===== config.mk =====
export PLATFORM = sky130hd
export DESIGN_NAME = pcmw_mul
export DESIGN_NICKNAME = d
export VERILOG_FILES = /design/src/sv/per_core_memory_watermark_assert.svh /design/src/sv/pcmw_pkg.sv /design/src/sv/pcmw_mul.sv
export SDC_FILE = /design/constraint.sdc
export NUM_CORES = 1
export LEC_CHECK = 0
export BUFFER_PORTS_ARGS = -buffer_cell sky130_fd_sc_hd__buf_2
export CAP_MARGIN = 20
export CORE_MARGIN = 2
export CORE_UTILIZATION = 60
export CTS_BUF_LIST = sky130_fd_sc_hd__clkbuf_8 sky130_fd_sc_hd__clkbuf_16
export DETAILED_ROUTE_END_ITERATION = 7
export MAX_ROUTING_LAYER = met4
export PLACE_DENSITY = 0.82
export SYNTH_ARGS = -nofsm -noshare
export SYNTH_HDL_FRONTEND = slang
export SYNTH_SLANG_ARGS = --single-unit

===== constraint.sdc =====
create_clock -name clk -period 14.1 [get_ports clk]
set_clock_uncertainty 0.15 [all_clocks]
set_input_delay 0.705 -clock clk [delete_from_list [all_inputs] [get_ports clk]]
set_output_delay 0.705 -clock clk [all_outputs]
set_load 0.005 [all_outputs]

===== src/sv/per_core_memory_watermark_assert.svh =====
// assertion macros shared by the watermark tracker
`ifndef PER_CORE_MEMORY_WATERMARK_ASSERT_SVH
`define PER_CORE_MEMORY_WATERMARK_ASSERT_SVH

// same-cycle implication, checked out of reset
`define PCMW_ASSERT_SAME(lbl, ante, cons, msg) \
  lbl: assert property (@(posedge clk) disable iff (!rst_n) (ante) |-> (cons)) \
    else $error(msg);

// next-cycle implication, checked out of reset
`define PCMW_ASSERT_NEXT(lbl, ante, cons, msg) \
  lbl: assert property (@(posedge clk) disable iff (!rst_n) (ante) |=> (cons)) \
    else $error(msg);

`endif


===== src/sv/pcmw_pkg.sv =====
// types, constants and helper functions of the watermark tracker
`default_nettype none

package pcmw_pkg;

  localparam int AccBits   = 48;
  localparam int OutBits   = 48;
  localparam int OpBits    = 3;
  localparam int SeqBits   = 32;
  localparam int SizeBits  = 31;
  localparam int CoreBits  = 16;
  localparam int StatBits  = 2;
  localparam int DivBits   = 32;
  localparam int DivCntW   = $clog2(DivBits);

  localparam logic [CoreBits-1:0] DefaultCores = 16'd64;

  localparam logic [OpBits-1:0] OP_CB_ALLOC    = 3'd0;
  localparam logic [OpBits-1:0] OP_CB_FREE_ALL = 3'd1;
  localparam logic [OpBits-1:0] OP_BUF_ALLOC   = 3'd2;
  localparam logic [OpBits-1:0] OP_BUF_FREE    = 3'd3;

  localparam logic [StatBits-1:0] FAULT_NONE  = 2'd0;
  localparam logic [StatBits-1:0] FAULT_ORDER = 2'd1;
  localparam logic [StatBits-1:0] FAULT_PAGE  = 2'd2;

  typedef logic [AccBits-1:0] acc_t;

  // status of a serial arithmetic unit
  typedef struct packed {
    logic busy;
    logic done;
  } unit_sts_t;

  function automatic acc_t sat_add(acc_t a, acc_t b);
    logic [AccBits:0] s;
    s = {1'b0, a} + {1'b0, b};
    return s[AccBits] ? '1 : s[AccBits-1:0];
  endfunction

  function automatic acc_t clamp_sub(acc_t a, acc_t b);
    return (b >= a) ? '0 : a - b;
  endfunction

  function automatic acc_t max_acc(acc_t a, acc_t b);
    return (a > b) ? a : b;
  endfunction

  function automatic logic [OutBits-1:0] to_out(acc_t v);
    logic [63:0] w;
    w = 64'(v);
    return w[OutBits-1:0];
  endfunction

endpackage

`default_nettype wire


===== src/sv/pcmw_mul.sv =====
// shift-add multiplier, one multiplier bit per cycle, stops when no bits remain
`default_nettype none

module pcmw_mul
  import pcmw_pkg::*;
(
  input  wire logic                clk,
  input  wire logic                rst_n,
  input  wire logic                start,
  input  wire logic [SizeBits-1:0] multiplicand,
  input  wire logic [DivBits-1:0]  multiplier,
  output logic      [DivBits-1:0]  product,
  output unit_sts_t                sts
);

  logic               busy_r;
  logic               done_r;
  logic [DivBits-1:0] mcand_r;
  logic [DivBits-1:0] mplier_r;
  logic [DivBits-1:0] acc_r;

  // the product is known to fit, so arithmetic modulo the register width is exact
  always_ff @(posedge clk) begin
    if (!rst_n) begin
      busy_r <= 1'b0;
      done_r <= 1'b0;
    end else begin
      done_r <= 1'b0;
      if (start) begin
        busy_r   <= 1'b1;
        mcand_r  <= DivBits'(multiplicand);
        mplier_r <= multiplier;
        acc_r    <= '0;
      end else if (busy_r) begin
        if (mplier_r == '0) begin
          busy_r <= 1'b0;
          done_r <= 1'b1;
        end else begin
          if (mplier_r[0]) begin
            acc_r <= acc_r + mcand_r;
          end
          mcand_r  <= {mcand_r[DivBits-2:0], 1'b0};
          mplier_r <= {1'b0, mplier_r[DivBits-1:1]};
        end
      end
    end
  end

  assign product  = acc_r;
  assign sts.busy = busy_r;
  assign sts.done = done_r;

endmodule

`default_nettype wire


==> out/qor.yml <==
maxCapViolations: 0
clk_latency_ns: 0.38
die_area_um2: 10000
reg2reg_depth: 10
syn_to_final_growth_pct: 14.4
status: "finished, final reports clean"
grt_pass1_wl_mm: 18.5
wl_per_cell_um: 17.6
clk_path_buf_depth: 2
synth_ff_type: "edfxtp_1"
grt_usage_pct: 24.2
vias: 3963
clk_pin_slew_worst_paths_ns: 0.11
worstPathRequired_ns: 14.08
fp.dieH_um: 100
wl_met3_um: 529
cts_tree: "built"
cp_slowest_cell: "edfxtp_1"
fin_crit_ns: 3.53
cts-root-buf: "clkbuf_8"
antenna_found_initial: 0
synth_top_cell_by_area: "edfxtp_1"
netlist_instances: 447
setup_violations: 0
hpwl_mm: 8.18
num_rows: 35
crit_fanout: 4
n_antenna_cell: 0
post_cts_buffers: 0
synth.distinct_cells: 49
min-delay-start: "busy_r$_SDFF_PN0_"
reg2reg_slack_ns: 10.57
crit_chain: "ha_1 > fa_1 > a21o_1 > a221o_1 > o211ai_2 > o221a_1 > o31ai_2 > a221o_1 > a211oi_2 > mux2_1"
syn-num-nets: 545
hp-class: "flop to flop"
avgSynthCellArea_um2: 12.4
crit_top_cell: "a221o_1"
netlist.area_leader.share_pct: 52.1
crit_buf_inv: 0
ctsHoldBuffers: 0
htreeDepth: 3
finalHoldViolCount: 0
core_area_um2: 9110
postLayoutCellArea_um2: 6330
drc: 0
max_stage_delay_ns: 0.42
p_leak_uw: 0.00253
r2r-start: "mcand_r[0]$_SDFFCE_PN0P_"
numPortBuffers: 99
path_delay_family: "compound AO/OA/AOI/OAI gates"
wirelength_mm: 11.6
maxSlewHeadroom_pct: 41.4
viasPerCell: 6.00
wl_met1_mm: 4.99
critPathKind: "flop to flop"
ff_latch_area_um2: 2920
multi_input_area_um2: 2540
clock_sinks: 98
maxSlewViolCount: 0
r2r-end: "product[30]$_SDFFCE_PP0P_"
synth_area_leaders: "edfxtp_1, mux2_2, ha_1"
start_util_pct: 60.7
vdd_drop_max_mv: 0.0609
gr-total-overflow: 0
wl_met2_mm: 5.90
die_w_um: 100
worstPathArrival_ns: 3.51
synth-seq-area-share_pct: 52.8
setup_tns_ns: 0
final_nets: 642
cellPowerDensity_nw_per_um2: 110
ctsResizeCount: 0
ys_async_sr_fraction_pct: 0
ys_ff_latch: 98
dr.first_iter.drc_count: 178
firstDrtPassIters: 5
grt_start_max_net_pins: 79
fill_cells: 672
hold_path_depth: 2
place_area_um2: 6140
max_freq_ghz: 0.284
dr.max_layer_used: "met4"
grt_pass1_vias: 3971
place.gp.congestion: 0.929
ioPinCount: 100
startpoint_type: "flop"
holdWs_ns: 0.331
hold-path-endpoint: "done_r$_SDFF_PP0_"
drive_above_1_share_pct: 33.9
finalCritPeriodShare_pct: 25.0
synth_area_um2: 5530
postRouteAntennaNets: 0
synth_edf_count: 96
cts_buffers: 9
worst_pin_slew_ns: 0.879
rsz0062_at_grt: "no"
yosys_warnings: 0
end_kind: "flop"
==> cell usage in the layout (no fill, tap or decap), drive strengths merged, types with 3 or more instances in the layout <==
cell / n
a211oi: 3
a21boi: 4
a21o: 17
a21oi: 28
and2: 3
and3: 6
buf: 102
clkbuf: 10
edfxtp: 96
ha: 31
inv: 7
mux2: 63
nand2: 21
nand3: 8
nand4: 6
nor2: 38
nor2b: 9
nor3: 6
nor4: 9
o21a: 5
o21ai: 18
o31ai: 4
xnor2: 18
xor2: 8
==> metal layers <==
| metal | global-route usage (%) | vias to the layer above |
|---|---|---|
| li1 | - | 1909 |
| met1 | 29.9 | 1918 |
| met2 | 40.6 | 117 |
| met3 | 4.25 | 19 |
| met4 | 8.32 | 0 |
| met5 | - | - |
==> through the flow <==
step	power [uW]	std cells	worst slack, ns	util [%]
after global routing	730	660	10.39	69.5
after CTS	700	660	10.55	69.5
after detailed placement	522	644	10.61	67.4
after global placement	515	644	10.72	67.4
final	699	660	10.57	69.5
after floorplan	479	447	6.14	-
==> worst max-delay path by stage <==
stage,startpoint,endpoint,slack (ns),cells past startpoint
2_1_floorplan,start,product[0]$_SDFFCE_PP0P_,6.14,4
3_3_place_gp,product[0]$_SDFFCE_PP0P_,product[30]$_SDFFCE_PP0P_,10.72,10
3_5_place_dp,mcand_r[0]$_SDFFCE_PN0P_,product[30]$_SDFFCE_PP0P_,10.61,10
4_1_cts,mcand_r[0]$_SDFFCE_PN0P_,product[30]$_SDFFCE_PP0P_,10.55,10
5_1_grt,mcand_r[0]$_SDFFCE_PN0P_,product[30]$_SDFFCE_PP0P_,10.39,10
6_report,mcand_r[0]$_SDFFCE_PN0P_,product[30]$_SDFFCE_PP0P_,10.57,10
==> worst reg2reg max path, delay by kind of cell (launching register included) <==
family / cells / cell delay, ns
AO/OA/AOI/OAI: 7 / 1.72
adder cells (fa/ha/maj): 2 / 0.66
multiplexers: 1 / 0.33
flip-flops: 1 / 0.42
==> final cells by class <==
class | count | area share, %
Tap cell | 111 | 2.19
Sequential cell | 98 | 46.2
Inverter | 4 | 0.237
Multi-Input combinational cell | 329 | 40.1
Clock buffer | 10 | 2.17
Timing Repair Buffer | 102 | 8.22
Clock inverter | 6 | 0.889
==> Yosys cell counts, drive strengths merged, types with 6 or more instances <==
master,instances
a21oi,28
mux2,63
xnor2,18
a21o,17
nor2b,9
nor4,9
nand2,21
ha,31
nand3,8
and3,6
o21ai,18
clkbuf,9
edfxtp,96
buf,7
nor2,38
nor3,6
xor2,8
nand4,6
==> cell families after synthesis <==
group | synth area share [%]
flops | 52.8
buf+inv | 1.51
fa+ha+maj | 7.37
simple gates | 9.95
mux | 12.8
compound gates | 11.4
xor+xnor | 4.12
==> power by group <==
| part | internal, uW | leakage [uW] | switching [uW] |
|---|---|---|---|
| combinational | 72.3 | 0.00150 | 85.0 |
| clock | 72.8 | 0.0000969 | 109 |
| sequential | 348 | 0.000932 | 11.7 |
==> state kept, by name, indices dropped and copies added, names as in the netlist <==
name,flops
mcand_r,32
busy_r,1
product,32
done_r,1
mplier_r,32
(Power assumes the default switching activity.)
