## src/sv/per_core_memory_watermark_assert.svh

```systemverilog
// assertion macros shared by the watermark tracker
`ifndef PER_CORE_MEMORY_WATERMARK_ASSERT_SVH
`define PER_CORE_MEMORY_WATERMARK_ASSERT_SVH

// same-cycle implication, checked out of reset
`define PCMW_ASSERT_SAME(lbl, ante, cons, msg) \
  lbl: assert property (@(posedge clk) disable iff (!rst_n) (ante) |-> (cons)) \
    else $error(msg);

// next-cycle implication, checked out of reset
`define PCMW_ASSERT_NEXT(lbl, ante, cons, msg) \
  lbl: assert property (@(posedge clk) disable iff (!rst_n) (ante) |=> (cons)) \
    else $error(msg);

`endif

```

## src/sv/pcmw_pkg.sv

```systemverilog
// types, constants and helper functions of the watermark tracker
`default_nettype none

package pcmw_pkg;

  localparam int AccBits   = 48;
  localparam int OutBits   = 48;
  localparam int OpBits    = 3;
  localparam int SeqBits   = 32;
  localparam int SizeBits  = 31;
  localparam int CoreBits  = 16;
  localparam int StatBits  = 2;
  localparam int DivBits   = 32;
  localparam int DivCntW   = $clog2(DivBits);

  localparam logic [CoreBits-1:0] DefaultCores = 16'd64;

  localparam logic [OpBits-1:0] OP_CB_ALLOC    = 3'd0;
  localparam logic [OpBits-1:0] OP_CB_FREE_ALL = 3'd1;
  localparam logic [OpBits-1:0] OP_BUF_ALLOC   = 3'd2;
  localparam logic [OpBits-1:0] OP_BUF_FREE    = 3'd3;

  localparam logic [StatBits-1:0] FAULT_NONE  = 2'd0;
  localparam logic [StatBits-1:0] FAULT_ORDER = 2'd1;
  localparam logic [StatBits-1:0] FAULT_PAGE  = 2'd2;

  typedef logic [AccBits-1:0] acc_t;

  // status of a serial arithmetic unit
  typedef struct packed {
    logic busy;
    logic done;
  } unit_sts_t;

  function automatic acc_t sat_add(acc_t a, acc_t b);
    logic [AccBits:0] s;
    s = {1'b0, a} + {1'b0, b};
    return s[AccBits] ? '1 : s[AccBits-1:0];
  endfunction

  function automatic acc_t clamp_sub(acc_t a, acc_t b);
    return (b >= a) ? '0 : a - b;
  endfunction

  function automatic acc_t max_acc(acc_t a, acc_t b);
    return (a > b) ? a : b;
  endfunction

  function automatic logic [OutBits-1:0] to_out(acc_t v);
    logic [63:0] w;
    w = 64'(v);
    return w[OutBits-1:0];
  endfunction

endpackage

`default_nettype wire

```

## src/sv/pcmw_div.sv

```systemverilog
// bit-serial restoring divider, one quotient bit per cycle
`default_nettype none

module pcmw_div
  import pcmw_pkg::*;
(
  input  wire logic               clk,
  input  wire logic               rst_n,
  input  wire logic               start,
  input  wire logic [DivBits-1:0] dividend,
  input  wire logic [DivBits-1:0] divisor,
  output logic      [DivBits-1:0] quotient,
  output unit_sts_t               sts
);

  logic               busy_r;
  logic               done_r;
  logic [DivCntW-1:0] cnt_r;
  logic [DivBits:0]   rem_r;
  logic [DivBits-1:0] quo_r;
  logic [DivBits-1:0] dvs_r;

  logic [DivBits:0]   trial;
  logic               fits;
  logic [DivBits:0]   rem_nxt;

  // dividend bits leave quo_r at the top while quotient bits enter at the bottom
  always_comb begin
    trial   = {rem_r[DivBits-1:0], quo_r[DivBits-1]};
    fits    = trial >= {1'b0, dvs_r};
    rem_nxt = fits ? trial - {1'b0, dvs_r} : trial;
  end

  always_ff @(posedge clk) begin
    if (!rst_n) begin
      busy_r <= 1'b0;
      done_r <= 1'b0;
      cnt_r  <= '0;
    end else begin
      done_r <= 1'b0;
      if (start) begin
        busy_r <= 1'b1;
        cnt_r  <= '0;
        rem_r  <= '0;
        quo_r  <= dividend;
        dvs_r  <= divisor;
      end else if (busy_r) begin
        rem_r <= rem_nxt;
        quo_r <= {quo_r[DivBits-2:0], fits};
        cnt_r <= cnt_r + 1'b1;
        if (cnt_r == DivCntW'(DivBits - 1)) begin
          busy_r <= 1'b0;
          done_r <= 1'b1;
        end
      end
    end
  end

  assign quotient = quo_r;
  assign sts.busy = busy_r;
  assign sts.done = done_r;

endmodule

`default_nettype wire

```

## config.mk

```make
export PLATFORM = sky130hd
export DESIGN_NAME = pcmw_div
export DESIGN_NICKNAME = d
export VERILOG_FILES = /design/src/sv/per_core_memory_watermark_assert.svh /design/src/sv/pcmw_pkg.sv /design/src/sv/pcmw_div.sv
export SDC_FILE = /design/constraint.sdc
export NUM_CORES = 1
export LEC_CHECK = 0
export BUFFER_PORTS_ARGS = -buffer_cell sky130_fd_sc_hd__buf_4
export CAP_MARGIN = 20
export CORE_MARGIN = 10
export CORE_UTILIZATION = 45
export DETAILED_ROUTE_END_ITERATION = 12
export PLACE_DENSITY_LB_ADDON = 0.08
export SKIP_LAST_GASP = 1
export SLEW_MARGIN = 0
export SYNTH_ARGS = -nofsm -noshare
export SYNTH_HDL_FRONTEND = slang
export SYNTH_SLANG_ARGS = --single-unit
```

## constraint.sdc

```tcl
create_clock -name clk -period 5.4 [get_ports clk]
set_input_delay 0 -clock clk [delete_from_list [all_inputs] [get_ports clk]]
set_output_delay 0 -clock clk [all_outputs]
set_load 0.01 [all_outputs]
```

==> impl_metrics.csv <==
group,metric,value,unit
critical_path,worstSetupStartpointType,"flip-flop",
drt,drt_iter0_markers,292,
pwr,power.total,2.27,mW
critical_path,worstSetupPathType,"flip-flop to flip-flop",
drt,dr.max_layer_used,"met4",
clock_tree,postCtsSetupBuffers,0,
outcome,status,"finished, final reports clean",
cells_and_area,fillers,1088,
die,die_y,134,um
sta,worstMarginPinSlew,0.967,ns
sta,tns,0,ns
critical_path,r2r_cells,9,
placement,dp_hpwl,9950,um
pwr,p_leak,3.19,nW
sta,report.final.slew_viol_count,0,
grt,grt_use_total,16.4,%
drt,wire_per_inst,16.8,um
logic_synthesis,yosysUniqueCellTypes,61,
clock_tree,clk_latency,0.36,ns
die,start_util,46.4,%
critical_path,critical_path_required,5.46,ns
logic_synthesis,syn_inst,540,
die,die_x,134,um
critical_path,rrSetupSlack,1.78,ns
drt,drtPass1Iterations,5,
sta,min_period,3.62,ns
cells_and_area,n_antenna_cell,0,
sta,hold_viol,0,
clock_tree,cts_buffers,9,
logic_synthesis,ys_seq_area_share,51.3,%
grt,grt_max_degree,65,
hold_path,hp-class,"primary input to flip-flop",
drt,met2_wirelength,7050,um
grt,grt_pass1_vias,4950,
placement,gp_congestion,0.889,
grt,antenna_found_initial,0,
logic_synthesis,synth_area,5900,um2
cells_and_area,stdcell_count,871,
drt,ant_nets,0,
logic_synthesis,synth_seq_cells,103,
logic_synthesis,synth.avg_cell_area,10.9,um2
sta,post-route-period-util,67.0,%
logic_synthesis,ys.flop_type,"edfxtp_1",
sta,fmax,0.276,GHz
cells_and_area,syn_to_final_growth,30.3,%
logic_synthesis,synth_nets,642,
clock_tree,cts-root-buf,"clkbuf_16",
sta,fin_ws,1.78,ns
grt,grt_pass1_wl,24200,um
sta,whs,0.0357,ns
drt,vias,4653,
placement,place_ws,1.73,ns
clock_tree,cts_tree,"done",
critical_path,r2r_start,"rem_r[21]",
drt,wl_met1,6360,um
critical_path,worstPathArrival,3.68,ns
sta,clock_skew,0.00858,ns
sta,relSlewSlack,35.5,%
critical_path,cp_max_fo,25,
sta,setup_viol,0,
logic_synthesis,synthTopCellsByCount,"96 x edfxtp_1, 61 x nand2_1, 49 x a21oi_1",
critical_path,worstSetupEndpoint,"rem_r[27]",
sta,rsz0062_at_grt,"false",
cells_and_area,layout-drive-gt1-share,22.9,%
grt,grt_overflow,0,
critical_path,endpoint_kind,"flip-flop",
clock_tree,postCtsHoldBufs,64,
logic_synthesis,synth-edff-count,96,
logic_synthesis,yosysTopAreaCell,"edfxtp_1",
clock_tree,cts-htree-levels,3,
pwr,peakVddDrop,0.221,mV
drt,wl_met3,1090,um
flow_run,maxCapViolCount,0,
critical_path,crit_path_start,"rem_r[21]",
logic_synthesis,synth-async-reset-ratio,0,%
logic_synthesis,synth_top_area_share,48.9,%
clock_tree,clock-sinks,103,
placement,place.port_buffers,100,
cells_and_area,fin_nets,796,
clock_tree,clockBufferDepth,2,
die,rows,41,
drt,wl,14700,um
critical_path,r2r-end,"rem_r[27]",
clock_tree,clk_pin_slew_worst_paths,0.07,ns
pwr,p_per_area,295,nW/um2
die,die_area,18100,um2
placement,dp.cells,791,
logic_synthesis,synth_warnings,0,
hold_path,min-delay-start,"rst_n",
drt,drc,0,
logic_synthesis,synth.most_common_cell,"edfxtp_1",
clock_tree,cts_resized,0,
die,pin_count,101,
drt,via_per_inst,5.34,
logic_synthesis,synth.area.top_cells,"edfxtp_1 49%, ha_1 7.2%, mux2_2 6.1%, a21oi_1 4.2%, nand2_1 3.9%",
die,core_area,12700,um2
## metal layers
| metal | up-vias | global-route usage, % |
|---|---|---|
| li1 | 2288 | - |
| met1 | 2227 | 19.0 |
| met2 | 126 | 27.3 |
| met3 | 12 | 6.68 |
| met4 | 0 | 4.66 |
| met5 | - | 0 |
## worst min path at each step
stage                     end  slack (ns)  depth (start not counted)
detailed placement  dvs_r[19]        0.18                          1
floorplan            dvs_r[0]         0.1                          0
CTS                  cnt_r[2]        0.02                          3
finish                 done_r        0.04                          3
global route         cnt_r[2]        0.05                          3
global placement     dvs_r[8]        0.18                          1
## cell usage in the layout (no fill, tap or decap), drive strengths merged, types with 4 or more instances in the layout
cell type and instances:
o21a 7, edfxtp 96, nor2 33, nand3 9
dlygate4sd3 64, or2 5, o211ai 5, nand4 8
mux2 32, or3 4, clkbuf 10, xnor2 13
inv 43, and3 6, o311ai 4, ha 34
a211oi 15, nand2 62, a21oi 49, xor2 14
dfxtp 7, a21o 12, o21ai 16, buf 103
## where the power goes
| group | leakage (nW) | switching (mW) | internal, mW |
|---|---|---|---|
| Combinational | 2.08 | 0.366 | 0.293 |
| Sequential | 0.976 | 0.0314 | 0.959 |
| Clock | 0.135 | 0.300 | 0.316 |
| Total | 3.19 | 0.698 | 1.57 |
## stage by stage
step	utilization, %	instance area (um2)
CTS	60.4	7680
detailed placement	53.2	6770
global placement	53.2	6770
global route	60.4	7680
floorplan	-	5900
finish	60.4	7680
## state kept, by name, indices dropped and copies added (netlist names)
signal,count
done_r,1
cnt_r,5
dvs_r,32
busy_r,1
quotient,32
rem_r,32
## logic make-up after synthesis
group / after synthesis / synth area share (%)
xor gates and xnor gates: 27 / 4.01
DFF: 103 / 51.3
adders and majority gates: 35 / 7.55
muxes: 34 / 6.45
and+or+nand+nor: 143 / 11.2
AOI/OAI and AO/OA: 134 / 14.9
buffers and inverters: 64 / 4.58
## cell type report
type	count	area [um2]	share of cell area, %
Tap cell	172	215	2.80
Multi-Input combinational cell	373	2610	34.0
Clock buffer	10	229	2.98
Timing Repair Buffer	167	1410	18.4
Clock inverter	6	43.8	0.570
Inverter	40	150	1.95
Sequential cell	103	3020	39.3
## worst max-delay path: stages (launching register included)
cell	delay, ns
edfxtp_1	0.39
ha_1	0.39
a21oi_1	0.19
nor2_1	0.07
or2_2	0.31
or4b_1	0.53
a211oi_2	0.30
or2_1	0.79
o31a_1	0.23
o311ai_0	0.13
(Power assumes the default switching activity.)
